## config.mk

```make
export PLATFORM = sky130hd
export DESIGN_NAME = lmra_ctrl
export DESIGN_NICKNAME = d
export VERILOG_FILES = /design/src/hw/rtl/lmra_pkg.sv /design/src/hw/rtl/lmra_ctrl.sv
export SDC_FILE = /design/constraint.sdc
export NUM_CORES = 1
export LEC_CHECK = 0
export BUFFER_PORTS_ARGS = -buffer_cell sky130_fd_sc_hd__buf_2
export CORE_MARGIN = 10
export CORE_UTILIZATION = 55
export CTS_CLUSTER_SIZE = 12
export DETAILED_ROUTE_END_ITERATION = 16
export GPL_TIMING_DRIVEN = 1
export PLACE_DENSITY = 0.82
export SLEW_MARGIN = 30
export SYNTH_ARGS = -nofsm -noshare
export SYNTH_HDL_FRONTEND = slang
export SYNTH_SLANG_ARGS = --single-unit
```

## constraint.sdc

```tcl
create_clock -name i_clk -period 4.6 [get_ports i_clk]
set_input_delay 1.38 -clock i_clk [delete_from_list [all_inputs] [get_ports i_clk]]
set_output_delay 1.38 -clock i_clk [all_outputs]
set_load 0.02 [all_outputs]
```

## src/hw/rtl/lmra_pkg.sv

```systemverilog
// Shared constants, types and helpers for the LED matrix rain animator.
package lmra_pkg;

    localparam int COL_W           = 5;
    localparam int ROW_W           = 5;
    localparam int ADDR_W          = COL_W + ROW_W;
    localparam int MAX_COLS        = 32;
    localparam int MAX_ROWS        = 32;
    localparam int HEIGHT_W        = 6;
    localparam int LEVEL_W         = 8;
    localparam int TIMER_W         = 16;
    localparam int ELAPSED_W       = 10;
    localparam int CFG_IDX_W       = 3;
    localparam int CFG_DATA_W      = 24;
    localparam int DIVIDEND_W      = 32;
    localparam int DIVISOR_W       = 17;
    localparam int FASTEST_STEP_MS = 11;
    localparam int SPAWN_MODULUS   = 100000;
    localparam int DENSITY_MAX     = 100;

    // largest shifted modulus that still fits a 32-bit word
    localparam int          SPAWN_MOD_SHIFT = 15;
    localparam logic [31:0] SPAWN_MOD_TOP   = 32'(SPAWN_MODULUS) << SPAWN_MOD_SHIFT;

    // Configuration register indexes
    localparam logic [CFG_IDX_W-1:0] CFG_SPEED   = 3'd0;
    localparam logic [CFG_IDX_W-1:0] CFG_FADE    = 3'd1;
    localparam logic [CFG_IDX_W-1:0] CFG_DENSITY = 3'd2;
    localparam logic [CFG_IDX_W-1:0] CFG_COLOR   = 3'd3;
    localparam logic [CFG_IDX_W-1:0] CFG_HEIGHT  = 3'd4;

    typedef enum logic [3:0] {
        OP_NONE,
        OP_CLEAR,
        OP_LATCH,
        OP_DIV_DECAY,
        OP_DEC_RD,
        OP_DEC_WR,
        OP_STEP,
        OP_END,
        OP_DIV_AGE,
        OP_AGE_WR,
        OP_FIN,
        OP_DIV_SPAWN,
        OP_SPAWN,
        OP_PIX_RD,
        OP_PIX_OUT
    } t_op;

    typedef enum logic [4:0] {
        ST_CLEAR,
        ST_IDLE,
        ST_DISPATCH,
        ST_PIX_RD,
        ST_PIX_OUT,
        ST_DEC_DIV,
        ST_DEC_WAIT,
        ST_DEC_RD,
        ST_DEC_WR,
        ST_STEP_CHK,
        ST_STEP,
        ST_STEP_POST,
        ST_END,
        ST_AGE_DIV,
        ST_AGE_WAIT,
        ST_AGE_WR,
        ST_FIN,
        ST_SPAWN_DIV,
        ST_SPAWN_WAIT,
        ST_SPAWN_CHK
    } t_state;

    typedef struct packed {
        t_op  op;
        logic in_ready;
    } t_cmd;

    typedef struct packed {
        logic clr_last;
        logic div_busy;
        logic div_done;
        logic kind;
        logic y_last;
        logic active;
        logic budget_ge;
        logic head_ge_h;
        logic spawn_hit;
        logic out_free;
    } t_stat;

    // channel * level / 255, exact for 16-bit products
    function automatic logic [7:0] scale_channel(input logic [7:0] c, input logic [7:0] b);
        logic [15:0] x;
        logic [16:0] s;
        begin
            x = c * b;
            s = {1'b0, x} + {9'b0, x[15:8]} + 17'd1;
            scale_channel = s[15:8];
        end
    endfunction

endpackage

```

## src/hw/rtl/lmra_ctrl.sv

```systemverilog
// Controller state machine sequencing reads, fades, drop steps and spawns.
module lmra_ctrl (
    input  logic            i_clk,
    input  logic            i_rst_n,
    input  logic            i_in_valid,
    input  lmra_pkg::t_stat i_stat,
    output lmra_pkg::t_cmd  o_cmd
);
    lmra_pkg::t_state r_state;
    lmra_pkg::t_state n_state;

    always_ff @(posedge i_clk) begin
        if (!i_rst_n) r_state <= lmra_pkg::ST_CLEAR;
        else          r_state <= n_state;
    end

    // next state
    always_comb begin
        n_state = r_state;
        case (r_state)
            lmra_pkg::ST_CLEAR:     if (i_stat.clr_last) n_state = lmra_pkg::ST_IDLE;
            lmra_pkg::ST_IDLE:      if (i_in_valid) n_state = lmra_pkg::ST_DISPATCH;
            lmra_pkg::ST_DISPATCH:  n_state = i_stat.kind ? lmra_pkg::ST_PIX_RD
                                                          : lmra_pkg::ST_DEC_DIV;
            lmra_pkg::ST_PIX_RD:    n_state = lmra_pkg::ST_PIX_OUT;
            lmra_pkg::ST_PIX_OUT:   if (i_stat.out_free) n_state = lmra_pkg::ST_IDLE;
            lmra_pkg::ST_DEC_DIV:   n_state = lmra_pkg::ST_DEC_WAIT;
            lmra_pkg::ST_DEC_WAIT:  if (i_stat.div_done) n_state = lmra_pkg::ST_DEC_RD;
            lmra_pkg::ST_DEC_RD:    n_state = lmra_pkg::ST_DEC_WR;
            lmra_pkg::ST_DEC_WR: begin
                if (!i_stat.y_last)      n_state = lmra_pkg::ST_DEC_RD;
                else if (i_stat.active)  n_state = lmra_pkg::ST_STEP_CHK;
                else                     n_state = lmra_pkg::ST_SPAWN_DIV;
            end
            lmra_pkg::ST_STEP_CHK:  n_state = i_stat.budget_ge ? lmra_pkg::ST_STEP
                                                               : lmra_pkg::ST_FIN;
            lmra_pkg::ST_STEP:      n_state = lmra_pkg::ST_STEP_POST;
            lmra_pkg::ST_STEP_POST: n_state = i_stat.head_ge_h ? lmra_pkg::ST_END
                                                               : lmra_pkg::ST_AGE_DIV;
            lmra_pkg::ST_END:       n_state = lmra_pkg::ST_IDLE;
            lmra_pkg::ST_AGE_DIV:   n_state = lmra_pkg::ST_AGE_WAIT;
            lmra_pkg::ST_AGE_WAIT:  if (i_stat.div_done) n_state = lmra_pkg::ST_AGE_WR;
            lmra_pkg::ST_AGE_WR:    n_state = lmra_pkg::ST_STEP_CHK;
            lmra_pkg::ST_FIN:       n_state = lmra_pkg::ST_IDLE;
            lmra_pkg::ST_SPAWN_DIV: n_state = lmra_pkg::ST_SPAWN_WAIT;
            lmra_pkg::ST_SPAWN_WAIT: if (i_stat.div_done) n_state = lmra_pkg::ST_SPAWN_CHK;
            lmra_pkg::ST_SPAWN_CHK: n_state = lmra_pkg::ST_IDLE;
            default:                n_state = lmra_pkg::ST_IDLE;
        endcase
    end

    // command outputs
    always_comb begin
        o_cmd.op       = lmra_pkg::OP_NONE;
        o_cmd.in_ready = 1'b0;
        case (r_state)
            lmra_pkg::ST_CLEAR:     o_cmd.op = lmra_pkg::OP_CLEAR;
            lmra_pkg::ST_IDLE: begin
                o_cmd.in_ready = 1'b1;
                if (i_in_valid) o_cmd.op = lmra_pkg::OP_LATCH;
            end
            lmra_pkg::ST_PIX_RD:    o_cmd.op = lmra_pkg::OP_PIX_RD;
            lmra_pkg::ST_PIX_OUT:   if (i_stat.out_free) o_cmd.op = lmra_pkg::OP_PIX_OUT;
            lmra_pkg::ST_DEC_DIV:   o_cmd.op = lmra_pkg::OP_DIV_DECAY;
            lmra_pkg::ST_DEC_RD:    o_cmd.op = lmra_pkg::OP_DEC_RD;
            lmra_pkg::ST_DEC_WR:    o_cmd.op = lmra_pkg::OP_DEC_WR;
            lmra_pkg::ST_STEP:      o_cmd.op = lmra_pkg::OP_STEP;
            lmra_pkg::ST_END:       o_cmd.op = lmra_pkg::OP_END;
            lmra_pkg::ST_AGE_DIV:   o_cmd.op = lmra_pkg::OP_DIV_AGE;
            lmra_pkg::ST_AGE_WR:    o_cmd.op = lmra_pkg::OP_AGE_WR;
            lmra_pkg::ST_FIN:       o_cmd.op = lmra_pkg::OP_FIN;
            lmra_pkg::ST_SPAWN_DIV: o_cmd.op = lmra_pkg::OP_DIV_SPAWN;
            lmra_pkg::ST_SPAWN_CHK: if (i_stat.spawn_hit) o_cmd.op = lmra_pkg::OP_SPAWN;
            default:                o_cmd.op = lmra_pkg::OP_NONE;
        endcase
    end
endmodule

```

==> metrics.csv, run 1 <==
stage,metric,value,unit
logic_synthesis,synth cell count leaders,"9 x a21oi_1, 6 x inv_1",
sta,Tmin final,3.56,ns
detailed_routing,1st-iter DRT viols,18,
clock_network,hold_buf cts,0,
worst_setup_path,Crit path top cell by count,buf_2,
worst_setup_path,Critical Path Fanout Max,3,
placement,post-place setup slack,1.04,ns
worst_setup_path,CP max stage cell,or3_1,
floorplan,Ports,18,
cells_and_area,max reg flops,5,
sta,Slew Limit Fails,0,
global_route,first-pass GRT wire length,3150,µm
logic_synthesis,Synth top area share,13.9,%
logic_synthesis,Mapped Cells,98,
detailed_routing,Pre-Repair DR Iteration Count,4,
placement,gpl congestion,0.809,
worst_hold_path,Hold EP,r_state[3],
logic_synthesis,"area leader, netlist",dfxtp_1,
worst_hold_path,Worst Hold Depth,1,
sta,Slew @ Worst Pin,0.792,ns
global_route,grt ovf,0,
detailed_routing,Total Wirelength,1860,µm
floorplan,row count,12,
worst_hold_path,hold path start,r_state[4],
logic_synthesis,Syn Area/Cell,7.33,µm²
cells_and_area,layout cells sized above 1,21.8,%
run_status,status,"complete, no violations",
detailed_routing,Vias,782,
worst_hold_path,min-delay worst type,reg -> reg,
floorplan,Horiz. Die Dim,56.1,µm
clock_network,H-tree Lvls,1,
pwr,PwrDens,208,nW/µm²
run,max-capacitance violation count,0,
logic_synthesis,Async SR Flop Fraction,0,%
logic_synthesis,synthesized flop and latch total,5,
logic_synthesis,number of synthesized flops with an enable pin,0,
logic_synthesis,Post-Synthesis Cell Area,718,µm²
worst_setup_path,crit-path cells,buf_2 > a31oi_1 > or3_1 > o211ai_1 > buf_2,
worst_setup_path,RR Startpoint,r_state[0],
worst_setup_path,Startpoint Class,input pin,
worst_setup_path,depth of the worst register-to-register path,4,
sta,worst setup margin,1.04,ns
clock_network,clk_lat worst skew,0.25,ns
cells_and_area,Antenna Cells,0,
global_route,GRT Util Overall,11.6,%
worst_setup_path,Critical Path Start,i_stat[0],
clock_network,post_cts resized,0,
worst_setup_path,critical path type,in -> out,
global_route,largest net degree at the start of global routing,27,
logic_synthesis,most common cell in the netlist,a21oi_1,
detailed_routing,DRT antenna net count,0,
logic_synthesis,YS warnings,0,
cells_and_area,P&R area growth vs syn,12.2,%
sta,clk_skew,0.00468,ns
logic_synthesis,syn nets,111,
sta,Final Hold Fails,0,
sta,unrepaired setup endpoints after global routing,false,
worst_setup_path,R2R setup slack,2.40,ns
logic_synthesis,"Seq/Total Area, Yosys",13.9,%
worst_setup_path,Crit. End Element,output port,
placement,Port-buffer cells,16,
clock_network,buffers inserted by post-CTS timing repair,0,
cells_and_area,Largest regs,r_state: 5 flops,
floorplan,Die Y-Extent,56.1,µm
clock_network,Num CTS Buffers,3,
clock_network,Clock Pin Slew Worst Setup and Hold Paths,0.04,ns
sta,Slew HR,47.1,%
cells_and_area,most flop-heavy register,r_state,
cells_and_area,Filler cells,108,
worst_setup_path,WP data arrival,2.18,ns
pwr,maximum vdd drop,0.000151,V
worst_setup_path,FF-to-FF End,r_state[1],
cells_and_area,# nets final,124,
worst_setup_path,worst path required time,3.22,ns
worst_setup_path,CP max stage delay,0.35,ns
logic_synthesis,"top cells by area, synth","dfxtp_1 14%, a21oi_1 6.3%, nand2b_1 4.4%",
floorplan,Core Area,1170,µm²
floorplan,Initial Util,61.3,%
logic_synthesis,Post-synth top flop,dfxtp_1,
clock_network,CTS sink cnt,5,
clock_network,CTS tree,built,
clock_network,CTS Buffer Depth,2,
clock_network,clk root buf,clkbuf_4,
logic_synthesis,Netlist cell types,44,
sta,f_max,281,MHz
worst_setup_path,WP buf/inv,2,
detailed_routing,drt wl/cell,15.0,µm
sta,setup violators final,0,
pwr,Leakage,0.341,nW
worst_setup_path,Worst path top cell family by delay,simple AND/OR/NAND/NOR gates,
sta,setup tns final,0,ns
placement,Post-DP HPWL,1320,µm
global_route,initial antenna violation count,0,
floorplan,area of the die,3150,µm²
detailed_routing,DRC violations left,0,
detailed_routing,vias per cell,6.31,
global_route,vias in the first global route,712,
sta,Final period util,77.3,%
[cell usage in the layout, fill, tap and decap left out, types with 2 or more instances in the layout]
cell      synthesis  layout
nor4b_1           2       2
o21ai_0           3       3
or3_1             5       5
nand2_1           2       2
clkbuf_4          0       3
o21bai_1          3       3
and3_1            2       2
buf_2             5      16
a221o_1           2       2
xor2_1            2       2
a211oi_1          3       3
a21oi_1           9       9
o211ai_1          2       2
nor3_1            3       3
nor3b_1           2       2
dfxtp_1           5       5
mux2i_1           2       2
a31oi_1           3       3
o21ai_1           3       3
nor2_1            5       5
inv_1             6       6
nand2b_1          5       5
[worst max path at each step]
stage                     endpoint  slack, ns  cells past startpoint
after floorplan           o_cmd[4]       1.21                      3
after global routing      o_cmd[3]       0.97                      5
after CTS                 o_cmd[3]       1.04                      5
after detailed placement  o_cmd[3]       1.04                      5
after global placement    o_cmd[3]       1.05                      5
final                     o_cmd[3]       1.04                      5
[through the flow]
stage                     instances  area [µm²]  total power, mW  util, %  hold slack [ns]
final                           124         806            0.168     68.8            0.741
after global routing            124         806            0.182     68.8            0.814
after CTS                       124         806            0.167     68.8            0.754
after detailed placement        120         779            0.116     66.6            0.744
after global placement          120         779            0.114     66.6            0.714
after floorplan                  98         718           0.0991        -            0.643
[power by group]
part / leakage [nW] / internal (mW) / switching (mW)
Combinational: 0.285 / 0.0281 / 0.0329
Sequential: 0.0406 / 0.0453 / 0.00927
Clock: 0.0150 / 0.0329 / 0.0192
Total: 0.341 / 0.106 / 0.0614
[kinds of logic (layout without fill, tap and decap cells)]
| logic type | after synthesis | count (layout) | share of synthesized area, % |
|---|---|---|---|
| compound gates | 41 | 41 | 42.2 |
| simple gates | 33 | 33 | 29.4 |
| buf+inv | 15 | 27 | 9.23 |
| flops | 5 | 5 | 13.9 |
| xor+xnor | 2 | 2 | 2.44 |
| mux | 2 | 2 | 2.79 |
[metal layers]
| layer | global-route usage (%) | vias to the layer above | share of wire, % | routed length [µm] |
|---|---|---|---|---|
| met5 | 0 | - | 0 | 0 |
| met3 | 5.24 | 0 | 6.0 | 111 |
| met1 | 14.6 | 357 | 48 | 902 |
| met2 | 17.3 | 20 | 46 | 850 |
| met4 | 2.73 | 0 | 0 | 0 |
| li1 | - | 405 | - | - |
[area by class of cell]
cell class / count / area [µm²] / share of cell area, %
Tap cell: 14 / 17.5 / 2.17
Clock buffer: 4 / 26.3 / 3.26
Inverter: 6 / 22.5 / 2.80
Sequential cell: 5 / 100 / 12.4
Timing Repair Buffer: 17 / 87.6 / 10.9
Multi-Input combinational cell: 78 / 552 / 68.5
Power figures use the tool's default switching activity.
==> inputs of run 2 (changes only) <==
CORE_UTILIZATION = 51   (was 55)
PLACE_DENSITY = 0.77   (was 0.82)
clock period = 3.4 ns   (was 4.6 ns; I/O delays follow)
==> metrics.csv, run 2 (synthesis gave the netlist of run 1 again) <==
stage,metric,value,unit,change
clock_network,buffers inserted by post-CTS timing repair,0,,unchanged
clock_network,clk root buf,clkbuf_4,,
worst_setup_path,FF-to-FF End,r_state[1],,
sta,unrepaired setup endpoints after global routing,false,,
detailed_routing,vias per cell,6.37,,+1.0%
sta,Slew Limit Fails,0,,unchanged
worst_setup_path,Crit. End Element,output port,,
worst_hold_path,min-delay worst type,reg -> reg,,
cells_and_area,Final Cell Area,822,µm²,+2.0%
detailed_routing,Pre-Repair DR Iteration Count,4,,unchanged
detailed_routing,1st-iter DRT viols,40,,+22
global_route,vias in the first global route,698,,-2.0%
cells_and_area,most flop-heavy register,r_state,,
worst_setup_path,worst path required time,2.38,ns,-0.84 ns
clock_network,CTS tree,built,,
cells_and_area,Filler cells,123,,+14%
cells_and_area,Storage cell area,100,µm²,unchanged
global_route,GRT Util Overall,11.8,%,+0.24 points
floorplan,Horiz. Die Dim,57.5,µm,+2.5%
sta,worst setup margin,0.554,ns,-0.489 ns
placement,Port-buffer cells,16,,unchanged
global_route,grt ovf,0,,unchanged
worst_setup_path,Critical Path Fanout Max,3,,unchanged
detailed_routing,Total Wirelength,1920,µm,+3.2%
sta,Tmin final,2.85,ns,
clock_network,clk_lat worst skew,0.24,ns,about the same
run_status,status,"complete, no violations",,
worst_hold_path,hold path start,r_state[3],,
cells_and_area,layout cells sized above 1,23.2,%,+1.4 points
floorplan,area of the die,3310,µm²,+5.0%
sta,setup violators final,0,,unchanged
floorplan,Initial Util,54.5,%,-6.8 points
worst_setup_path,critical path type,in -> out,,
detailed_routing,drt wl/cell,15.1,µm,+0.78%
cells_and_area,"commonest non-fill, non-tap cell in the layout",buf_2,,
worst_setup_path,Setup crit end,o_cmd[3],,
cells_and_area,utilization after layout,62.4,%,-6.4 points
placement,DP Cell Count,123,,+2.5%
sta,clk_skew,0.00307,ns,-0.00162 ns
sta,Fin Hold WS,0.693,ns,-0.0483 ns
cells_and_area,area occupied by multi-input gates,552,µm²,unchanged
clock_network,CTS Buffer Depth,2,,unchanged
clock_network,Num CTS Buffers,3,,unchanged
clock_network,CTS sink cnt,5,,unchanged
placement,Post-DP HPWL,1440,µm,+8.5%
floorplan,Die Y-Extent,57.5,µm,+2.5%
worst_setup_path,RR Startpoint,r_state[0],,
cells_and_area,Antenna Cells,0,,unchanged
clock_network,hold_buf cts,0,,unchanged
clock_network,Clock Pin Slew Worst Setup and Hold Paths,0.04,ns,about the same
pwr,overall power,0.225,mW,+34%
detailed_routing,Vias,809,,+3.5%
sta,setup tns final,0,ns,unchanged
pwr,Leakage,0.352,nW,+3.2%
sta,Slew @ Worst Pin,0.802,ns,+0.00913 ns
clock_network,post_cts resized,0,,unchanged
pwr,maximum vdd drop,0.000174,V,+15%
floorplan,row count,13,,+1
placement,post-place setup slack,0.562,ns,-0.479 ns
sta,Final Hold Fails,0,,unchanged
placement,gpl congestion,0.872,,+7.7%
worst_setup_path,depth of the worst register-to-register path,4,,unchanged
detailed_routing,DRT antenna net count,0,,unchanged
worst_setup_path,WP data arrival,1.83,ns,-0.35 ns
cells_and_area,Largest regs,r_state: 5 flops,,
global_route,first-pass GRT wire length,3310,µm,+5.1%
sta,f_max,351,MHz,
global_route,initial antenna violation count,0,,unchanged
cells_and_area,P&R area growth vs syn,14.5,%,
global_route,largest net degree at the start of global routing,27,,unchanged
pwr,PwrDens,274,nW/µm²,+32%
sta,Final period util,83.7,%,
cells_and_area,max reg flops,5,,unchanged
clock_network,H-tree Lvls,1,,unchanged
floorplan,Core Area,1320,µm²,+13%
detailed_routing,DRC violations left,0,,unchanged
cells_and_area,Non-Filler Instances,127,,+2.4%
cells_and_area,# nets final,126,,+1.6%
worst_setup_path,R2R setup slack,1.17,ns,-1.23 ns
worst_setup_path,Startpoint Class,input pin,,
sta,Slew HR,46.5,%,-0.61 points
floorplan,Ports,18,,unchanged
placement,DP Area,796,µm²,+2.1%
cells_and_area,most frequent cells in the layout,"16 x buf_2, 9 x a21oi_1, 6 x inv_1",,
run,max-capacitance violation count,0,,unchanged
worst_setup_path,Critical Path Start,i_stat[0],,
-- run 2: changes by cell type in the layout (fill, tap and decap cells not counted) --
cell and delta:
buf_4 +2
-- run 2: area by class of cell --
type	instances	area share [%]
Tap cell	15	2.28
Clock buffer	4	3.20
Sequential cell	5	12.2
Timing Repair Buffer	19	12.5
Multi-Input combinational cell	78	67.1
Inverter	6	2.74
-- run 2: how the worst min path moves through the flow --
stage / endpoint / slack (ns) / cells past startpoint
finish: r_state[0] / 0.69 / 2
global route: r_state[0] / 0.73 / 2
CTS: r_state[0] / 0.70 / 2
detailed placement: r_state[0] / 0.69 / 2
global placement: r_state[0] / 0.70 / 2
floorplan: r_state[4] / 0.64 / 3
-- run 2: where the power goes --
part	internal [mW]	switching (mW)
registers	0.0614	0.0147
clock network	0.0443	0.0242
logic	0.0381	0.0426
-- run 2: critical path: stages --
cell	delay, ns
buf_2	0.11
a31oi_1	0.07
or3_1	0.35
o211ai_1	0.09
buf_2	0.19
-- run 2: per-layer routing --
layer	track usage [%]	wire length, µm	up-vias
li1	-	-	408
met1	15.1	892	368
met2	17.8	872	30
met3	2.88	140	3
met4	6.04	19	0
met5	0	0	-
